**config.mk**
```make
export PLATFORM = sky130hd
export DESIGN_NAME = thermal_fan_protection_controller
export DESIGN_NICKNAME = d
export VERILOG_FILES = /design/src/tfpc_pkg.sv /design/src/tfpc_core.sv /design/src/thermal_fan_protection_controller.sv
export SDC_FILE = /design/constraint.sdc
export NUM_CORES = 1
export LEC_CHECK = 0
export ABC_AREA = 1
export BUFFER_PORTS_ARGS = -buffer_cell sky130_fd_sc_hd__buf_2
export CELL_PAD_IN_SITES_DETAIL_PLACEMENT = 1
export CELL_PAD_IN_SITES_GLOBAL_PLACEMENT = 1
export CORE_ASPECT_RATIO = 0.7
export CORE_MARGIN = 3
export CORE_UTILIZATION = 30
export CTS_CLUSTER_DIAMETER = 120
export DETAILED_ROUTE_END_ITERATION = 12
export PLACE_DENSITY_LB_ADDON = 0.1
export REMOVE_ABC_BUFFERS = 1
export SYNTH_ARGS = -nofsm -noshare
export SYNTH_HDL_FRONTEND = slang
export SYNTH_HIERARCHICAL = 1
export SYNTH_SLANG_ARGS = --single-unit
```
**constraint.sdc**
```tcl
create_clock -name clk_i -period 5.28 [get_ports clk_i]
set_clock_uncertainty 0.05 [all_clocks]
set_input_delay 1.056 -clock clk_i [delete_from_list [all_inputs] [get_ports clk_i]]
set_output_delay 1.056 -clock clk_i [all_outputs]
set_load 0.02 [all_outputs]
```
**src/tfpc_pkg.sv**
```systemverilog
// shared types, message codes and register indexes of the thermal fan protection controller
package tfpc_pkg;

  // operating mode, also shown on the result word
  typedef enum logic [1:0] {
    MODE_NORMAL    = 2'd0,
    MODE_EMERGENCY = 2'd1,
    MODE_ABNORMAL  = 2'd2
  } mode_e;

  // status message codes
  localparam logic [2:0] MSG_NONE      = 3'd0;
  localparam logic [2:0] MSG_GREEN     = 3'd1;
  localparam logic [2:0] MSG_YELLOW    = 3'd2;
  localparam logic [2:0] MSG_RED       = 3'd3;
  localparam logic [2:0] MSG_STOP      = 3'd4;
  localparam logic [2:0] MSG_EMERGENCY = 3'd5;
  localparam logic [2:0] MSG_ABNORMAL  = 3'd6;

  // configuration register indexes
  localparam logic [2:0] REG_COLD_LIMIT        = 3'd0;
  localparam logic [2:0] REG_HOT_LIMIT         = 3'd1;
  localparam logic [2:0] REG_EMERGENCY_LIMIT   = 3'd2;
  localparam logic [2:0] REG_SPEED_STEP        = 3'd3;
  localparam logic [2:0] REG_FULL_DUTY         = 3'd4;
  localparam logic [2:0] REG_EMERGENCY_SECONDS = 3'd5;

  // configuration reset values
  localparam logic [7:0] COLD_LIMIT_RST        = 8'd20;
  localparam logic [7:0] HOT_LIMIT_RST         = 8'd40;
  localparam logic [7:0] EMERGENCY_LIMIT_RST   = 8'd50;
  localparam logic [3:0] SPEED_STEP_RST        = 4'd5;
  localparam logic [6:0] FULL_DUTY_RST         = 7'd100;
  localparam logic [7:0] EMERGENCY_SECONDS_RST = 8'd7;

  localparam logic [7:0] COUNT_MAX = 8'd255;

  typedef struct packed {
    logic [7:0] cold_limit;
    logic [7:0] hot_limit;
    logic [7:0] emergency_limit;
    logic [3:0] speed_step;
    logic [6:0] full_duty;
    logic [7:0] emergency_seconds;
  } cfg_t;

  typedef struct packed {
    logic       req_type;
    logic [7:0] temperature;
    logic       button;
  } item_t;

  typedef struct packed {
    logic       motor_run;
    logic [6:0] motor_duty;
    logic [2:0] message;
    mode_e      mode_now;
    logic       watchdog_request;
  } result_t;

endpackage

```
**src/tfpc_core.sv**
```systemverilog
// per-word decision logic: band selection, duty calculation and mode transitions
module tfpc_core (
  input  tfpc_pkg::item_t   item_i,
  input  tfpc_pkg::mode_e   mode_i,
  input  logic [7:0]        count_i,
  input  tfpc_pkg::cfg_t    cfg_i,
  output tfpc_pkg::result_t res_o,
  output tfpc_pkg::mode_e   mode_next_o,
  output logic [7:0]        count_next_o
);

  logic [7:0]  diff;
  logic [11:0] prod;
  logic [6:0]  warm_duty;
  logic [7:0]  count_inc;

  // warm band duty, capped at full duty
  assign diff      = item_i.temperature - cfg_i.cold_limit;
  assign prod      = 12'(diff) * 12'(cfg_i.speed_step);
  assign warm_duty = (prod > 12'(cfg_i.full_duty)) ? cfg_i.full_duty : prod[6:0];

  // saturating seconds counter
  assign count_inc = (count_i == tfpc_pkg::COUNT_MAX) ? count_i : count_i + 8'd1;

  // mode and band decision
  always_comb begin
    mode_next_o               = mode_i;
    count_next_o              = count_i;
    res_o.motor_run           = 1'b1;
    res_o.motor_duty          = cfg_i.full_duty;
    res_o.message             = tfpc_pkg::MSG_NONE;
    res_o.watchdog_request    = 1'b0;
    unique case (mode_i)
      tfpc_pkg::MODE_NORMAL: begin
        if (item_i.req_type) begin
          res_o.motor_run  = 1'b0;
          res_o.motor_duty = 7'd0;
        end else if (item_i.temperature < cfg_i.cold_limit) begin
          res_o.motor_run  = 1'b0;
          res_o.motor_duty = 7'd0;
          res_o.message    = tfpc_pkg::MSG_GREEN;
        end else if (item_i.temperature < cfg_i.hot_limit) begin
          res_o.message = tfpc_pkg::MSG_YELLOW;
          if (item_i.temperature == cfg_i.cold_limit) begin
            res_o.motor_run  = 1'b0;
            res_o.motor_duty = 7'd0;
          end else begin
            res_o.motor_duty = warm_duty;
          end
        end else if (item_i.temperature <= cfg_i.emergency_limit) begin
          res_o.message = item_i.button ? tfpc_pkg::MSG_STOP : tfpc_pkg::MSG_RED;
        end else begin
          mode_next_o   = tfpc_pkg::MODE_EMERGENCY;
          count_next_o  = 8'd0;
          res_o.message = tfpc_pkg::MSG_EMERGENCY;
        end
      end
      tfpc_pkg::MODE_EMERGENCY: begin
        if (item_i.req_type) begin
          count_next_o = count_inc;
          if (count_inc >= cfg_i.emergency_seconds) begin
            mode_next_o            = tfpc_pkg::MODE_ABNORMAL;
            res_o.message          = tfpc_pkg::MSG_ABNORMAL;
            res_o.watchdog_request = 1'b1;
          end
        end else if (item_i.temperature <= cfg_i.emergency_limit) begin
          mode_next_o = tfpc_pkg::MODE_NORMAL;
        end
      end
      default: begin
        // abnormal, and the unused encoding, lock into abnormal
        mode_next_o            = tfpc_pkg::MODE_ABNORMAL;
        res_o.message          = tfpc_pkg::MSG_ABNORMAL;
        res_o.watchdog_request = 1'b1;
      end
    endcase
    res_o.mode_now = mode_next_o;
  end

endmodule

```
**src/thermal_fan_protection_controller.sv**
```systemverilog
// top level: input register, decision logic, mode state, result register and config registers
// Each accepted word (a temperature sample or a one-second tick) gives exactly one result
// word. The block takes one word per cycle while in_stall_o is low: a word sits in the input
// register, is decided by one short pass of compare, one 8x4 multiply and select logic against
// the current mode and seconds counter, and moves into the result register once that register
// is empty or not stalled; the result register offers it on the result channel.
// in_stall_o rises only while both registers are full and the result side stalls.
// Configuration writes take effect at once and belong to idle periods.
module thermal_fan_protection_controller (
  input  logic       clk_i,
  input  logic       rst_ni,
  // configuration write port
  input  logic       cfg_we_i,
  input  logic [2:0] cfg_idx_i,
  input  logic [7:0] cfg_wdata_i,
  // input channel
  input  logic       in_valid_i,
  output logic       in_stall_o,
  input  logic       req_type_i,
  input  logic [7:0] temperature_i,
  input  logic       button_i,
  // result channel
  output logic       out_valid_o,
  input  logic       out_stall_i,
  output logic       motor_run_o,
  output logic [6:0] motor_duty_o,
  output logic [2:0] message_o,
  output logic [1:0] mode_now_o,
  output logic       watchdog_request_o
);

  tfpc_pkg::cfg_t    cfg_q;
  tfpc_pkg::item_t   item_q;
  logic              item_valid_q;
  tfpc_pkg::result_t res_q, res_d;
  logic              res_valid_q;
  tfpc_pkg::mode_e   mode_q, mode_d;
  logic [7:0]        count_q, count_d;
  logic              res_load;
  logic              item_load;

  // pipeline flow control
  assign res_load   = !res_valid_q || !out_stall_i;
  assign in_stall_o = item_valid_q && !res_load;
  assign item_load  = in_valid_i && !in_stall_o;

  // configuration registers
  always_ff @(posedge clk_i or negedge rst_ni) begin
    if (!rst_ni) begin
      cfg_q.cold_limit        <= tfpc_pkg::COLD_LIMIT_RST;
      cfg_q.hot_limit         <= tfpc_pkg::HOT_LIMIT_RST;
      cfg_q.emergency_limit   <= tfpc_pkg::EMERGENCY_LIMIT_RST;
      cfg_q.speed_step        <= tfpc_pkg::SPEED_STEP_RST;
      cfg_q.full_duty         <= tfpc_pkg::FULL_DUTY_RST;
      cfg_q.emergency_seconds <= tfpc_pkg::EMERGENCY_SECONDS_RST;
    end else if (cfg_we_i) begin
      unique case (cfg_idx_i)
        tfpc_pkg::REG_COLD_LIMIT:        cfg_q.cold_limit        <= cfg_wdata_i;
        tfpc_pkg::REG_HOT_LIMIT:         cfg_q.hot_limit         <= cfg_wdata_i;
        tfpc_pkg::REG_EMERGENCY_LIMIT:   cfg_q.emergency_limit   <= cfg_wdata_i;
        tfpc_pkg::REG_SPEED_STEP:        cfg_q.speed_step        <= cfg_wdata_i[3:0];
        tfpc_pkg::REG_FULL_DUTY:         cfg_q.full_duty         <= cfg_wdata_i[6:0];
        tfpc_pkg::REG_EMERGENCY_SECONDS: cfg_q.emergency_seconds <= cfg_wdata_i;
        default: ;
      endcase
    end
  end

  // input register
  always_ff @(posedge clk_i or negedge rst_ni) begin
    if (!rst_ni) begin
      item_valid_q <= 1'b0;
    end else if (res_load || !item_valid_q) begin
      item_valid_q <= in_valid_i;
    end
  end

  always_ff @(posedge clk_i) begin
    if (item_load) begin
      item_q <= '{req_type: req_type_i, temperature: temperature_i, button: button_i};
    end
  end

  // decision logic
  tfpc_core u_core (
    .item_i       (item_q),
    .mode_i       (mode_q),
    .count_i      (count_q),
    .cfg_i        (cfg_q),
    .res_o        (res_d),
    .mode_next_o  (mode_d),
    .count_next_o (count_d)
  );

  // mode and seconds counter advance when a word moves into the result register
  always_ff @(posedge clk_i or negedge rst_ni) begin
    if (!rst_ni) begin
      mode_q  <= tfpc_pkg::MODE_NORMAL;
      count_q <= 8'd0;
    end else if (item_valid_q && res_load) begin
      mode_q  <= mode_d;
      count_q <= count_d;
    end
  end

  // result register
  always_ff @(posedge clk_i or negedge rst_ni) begin
    if (!rst_ni) begin
      res_valid_q <= 1'b0;
    end else if (res_load) begin
      res_valid_q <= item_valid_q;
    end
  end

  always_ff @(posedge clk_i) begin
    if (item_valid_q && res_load) begin
      res_q <= res_d;
    end
  end

  assign out_valid_o        = res_valid_q;
  assign motor_run_o        = res_q.motor_run;
  assign motor_duty_o       = res_q.motor_duty;
  assign message_o          = res_q.message;
  assign mode_now_o         = res_q.mode_now;
  assign watchdog_request_o = res_q.watchdog_request;

endmodule

```
==> summary.md <==
| Metric | Value |
|---|---|
| Post-synthesis mux area share | 0% |
| Chip height | 124 um |
| Ant diodes | 0 |
| Tightest hold margin | 0.414 ns |
| Hold_sp | cfg_q[37] |
| # DRC | 0 |
| R2r worst-path depth | 26 |
| Slew Viols, Final | 0 |
| Syn Area/Cell | 7.72 um2 |
| Largest delay share family, worst path | adder cells |
| Sequential power share | 26.9% |
| Area of the multi-input gates | 3400 um2 |
| CTS Buf Count | 9 |
| VDD IR-drop max | 165 uV |
| Hold path cells | 2 |
| Simple-gate area share of the yosys netlist | 31.2% |
| CP peak stage delay | 0.53 ns |
| Filler Cell Count | 2394 |
| Final setup fails | 0 |
| # rows | 42 |
| Yosys cell types | 49 |
| PD cells | 506 nW/um2 |
| Vias per cell | 4.68 |
| Clock tree sinks | 79 |
| Via count | 5083 |
| Layout cells sized above 1 | 15.8% |
| Post-Synth XOR/XNOR Area | 2.18% |
| Largest family of logic cells by synthesized area | simple AND/OR/NAND/NOR gates |
| Critical path type | flop to flop |
| Critical Path RT | 5.32 ns |
| RD Place Congestion | 0.829 |
| H-Tree Depth | 3 |
| GR Overflow Total | 0 |
| Finished Layout Cells | 1086 |
| Leak | 3.53 nW |
| Largest net degree at the start of global routing | 56 |
| Fmax | 0.204 GHz |
| CP arrival | 4.95 ns |
| Final min period | 4.90 ns |
| TritonRoute pass-1 iters | 5 |
| Startpoint Class | flop |
| Die area | 21700 um2 |
| Total negative slack | 0 ns |
| Synthesized area | 5980 um2 |
| Worst hold endpoint | cfg_q[37] |
| Worst slew margin | 39.3% |
| Ys flop type | dfrtp_1 |
| Die W | 175 um |
| Reg-to-Reg End | motor_duty_o[3] |
| Reg-to-reg setup timing slack | 0.38 ns |
| Tcrit/Tclk final | 92.8% |
| Post-synthesis compound-gate area fraction | 6.47% |
| Sequential element share of the synthesized area | 35.4% |
| Ports | 42 |
| Post-Synth Adder-Cell Area | 15.9% |
| Yosys warns | 6 |
| First-pass GRT wire length | 27400 um |
| WL final | 16700 um |
| Bufs and invs on worst path | 4 |
| RSZ-0062 raised after global routing | no |
| Post-DP HPWL | 13200 um |
| Clock power share | 16.7% |
| Yosys reg bits | 79 |
| WL/cell | 15.4 um |
| CP Max Fanout | 7 |
| Slowest cell on crit path | dfstp_2 |
| Total power draw | 3.45 mW |
| Reg clk slew, reported paths | 0.06 ns |
| # Max-Cap Violations | 0 |
| Initial Utilization | 31.1% |
| Ys async rst share | 69.6% |
| Crit end category | flop |
| Root buf cell | clkbuf_16 |
| PortBufs | 41 |
| Outcome | finished clean |
| Post-synth EDFFs | 24 |
| Switching Power | 1.64 mW |
| Placed Instances | 1068 |
| Initial antenna violation count | 0 |
| Storage cell area | 2120 um2 |
| Crit-path most repeated cell | nand2_1 |
| Max Root-Sink Buffers | 2 |
| Gr usage total | 16.1% |
| Cells after synthesis | 774 |
| Area growth from synthesis to layout | 14.2% |
| Final hold violations | 0 |
| DRT antenna net count | 0 |
| DRT iter0 DRCs | 292 |
| CTS tree | done |
| Sw Ratio | 47.4% |
| RR Startpoint | cfg_q[37] |
| Combinational share of power | 56.3% |
| Slew at the pin closest to its max-slew limit | 0.907 ns |
| Number of global-route vias before repair | 5092 |
| Fin nets | 911 |
| CORE AREA | 19200 um2 |
| Worst min path class | flop to flop |
| Internal power | 1.81 mW |
| Worst-Skew Late Latency | 0.34 ns |
[stage by stage]
stage                     util (%)  setup slack [ns]  area, um2
final                         35.5             0.379       6820
after CTS                     35.0             0.128       6730
after global routing          35.5            0.0105       6820
after floorplan                  -             0.489       5900
after detailed placement      33.6             0.145       6460
after global placement        33.6             0.337       6460
[worst max path at each step]
stage | start | cells past startpoint | slack [ns] | endpoint
detailed placement | cfg_q[37] | 25 | 0.15 | motor_duty_o[6]
global placement | cfg_q[37] | 26 | 0.34 | motor_duty_o[1]
finish | cfg_q[37] | 26 | 0.38 | motor_duty_o[3]
floorplan | cfg_q[37] | 26 | 0.49 | motor_duty_o[0]
global route | cfg_q[37] | 28 | 0.01 | motor_duty_o[3]
CTS | cfg_q[37] | 25 | 0.13 | motor_duty_o[6]
[layout by cell type, fill, tap and decap left out, types with 9 or more instances in the layout]
cell type and count:
nor2_1 49, ha_1 52, clkbuf_16 9, o21ai_1 9, o21ai_0 9, dfrtp_1 40, inv_1 112, buf_2 41
edfxtp_1 24, dfstp_2 15, nand2_1 245, fa_1 12, nand3_1 80, a21oi_1 19
[layer usage]
| layer | GRT usage, % | wire (um) | vias up | part of all wire [%] |
|---|---|---|---|---|
| li1 | - | - | 2547 | - |
| met1 | 24.0 | 9010 | 2465 | 54 |
| met2 | 24.2 | 7040 | 62 | 42 |
| met3 | 3.47 | 551 | 9 | 3.3 |
| met4 | 2.79 | 130 | 0 | 0.78 |
| met5 | 0 | 0 | - | 0 |
[area by class of cell]
type / count / area share, %
sequential: 79 / 31.0
tap: 264 / 4.84
clock inverter: 7 / 0.715
clock buffer: 9 / 3.30
timing repair buffer: 46 / 3.56
inverter: 122 / 6.73
multi-input combinational: 559 / 49.8
[registers in the layout (all words and copies together), names as in the netlist]
register            flops
item_valid_q            1
count_q                 8
message_o               3
motor_duty_o            7
out_valid_o             1
item_q                 10
motor_run_o             1
watchdog_request_o      1
cfg_q                  43
mode_now_o              2
mode_q                  2
[worst reg2reg max path, cell delays in order (launching register included)]
cell and delay, ns:
dfstp_2 0.53, inv_1 0.06, ha_4 0.29, nand2_1 0.11, o21ai_4 0.19, xor2_2 0.22, nor2_1 0.09, fa_1 0.49
inv_1 0.06, fa_1 0.53, inv_1 0.04, ha_1 0.29, inv_1 0.06, nand2_1 0.08, and2_1 0.19, xor2_2 0.15
ha_1 0.31, a21oi_1 0.16, nand3_1 0.10, nand2_1 0.07, nand2_1 0.08, nand2_2 0.08, nand2_4 0.07, nor2_8 0.14
nand3_1 0.09, nand3_1 0.09, nand2_1 0.05
[power groups by stage]
stage,combinational [mW],clock (mW),sequential (mW)
after global routing,2.25,0.635,0.952
after CTS,1.93,0.599,0.931
after global placement,1.88,0,0.935
after detailed placement,1.92,0,0.940
after floorplan,1.39,0,0.942
final,1.94,0.577,0.929
[cell families (layout without fill, tap and decap cells)]
family,after synthesis,count (layout)
XOR/XNOR,14,14
buffers and inverters,136,184
AO/OA/AOI/OAI,61,61
flip-flops,79,79
adder cells (fa/ha/maj),68,68
AND/OR/NAND/NOR,416,416
[synth_stat cells (all sizes together) (4+ instances only)]
cell | n | area, um2
dfrtp | 40 | 1000
fa | 13 | 260
xor2 | 12 | 113
nand4 | 7 | 50.1
ha | 55 | 688
inv | 118 | 443
or2 | 4 | 25.0
a21oi | 24 | 143
edfxtp | 24 | 721
nor2 | 60 | 308
dfstp | 15 | 394
nand3 | 83 | 438
nand2 | 257 | 1010
buf | 11 | 62.6
o21ai | 21 | 113
clkinv | 4 | 16.3
[timing repair]
action,CTS,global route
resized for setup,0,13
setup buffers,0,2
endpoints found under the setup margin,0,7
hold buffers,0,0
Power figures use the tool's default switching activity.
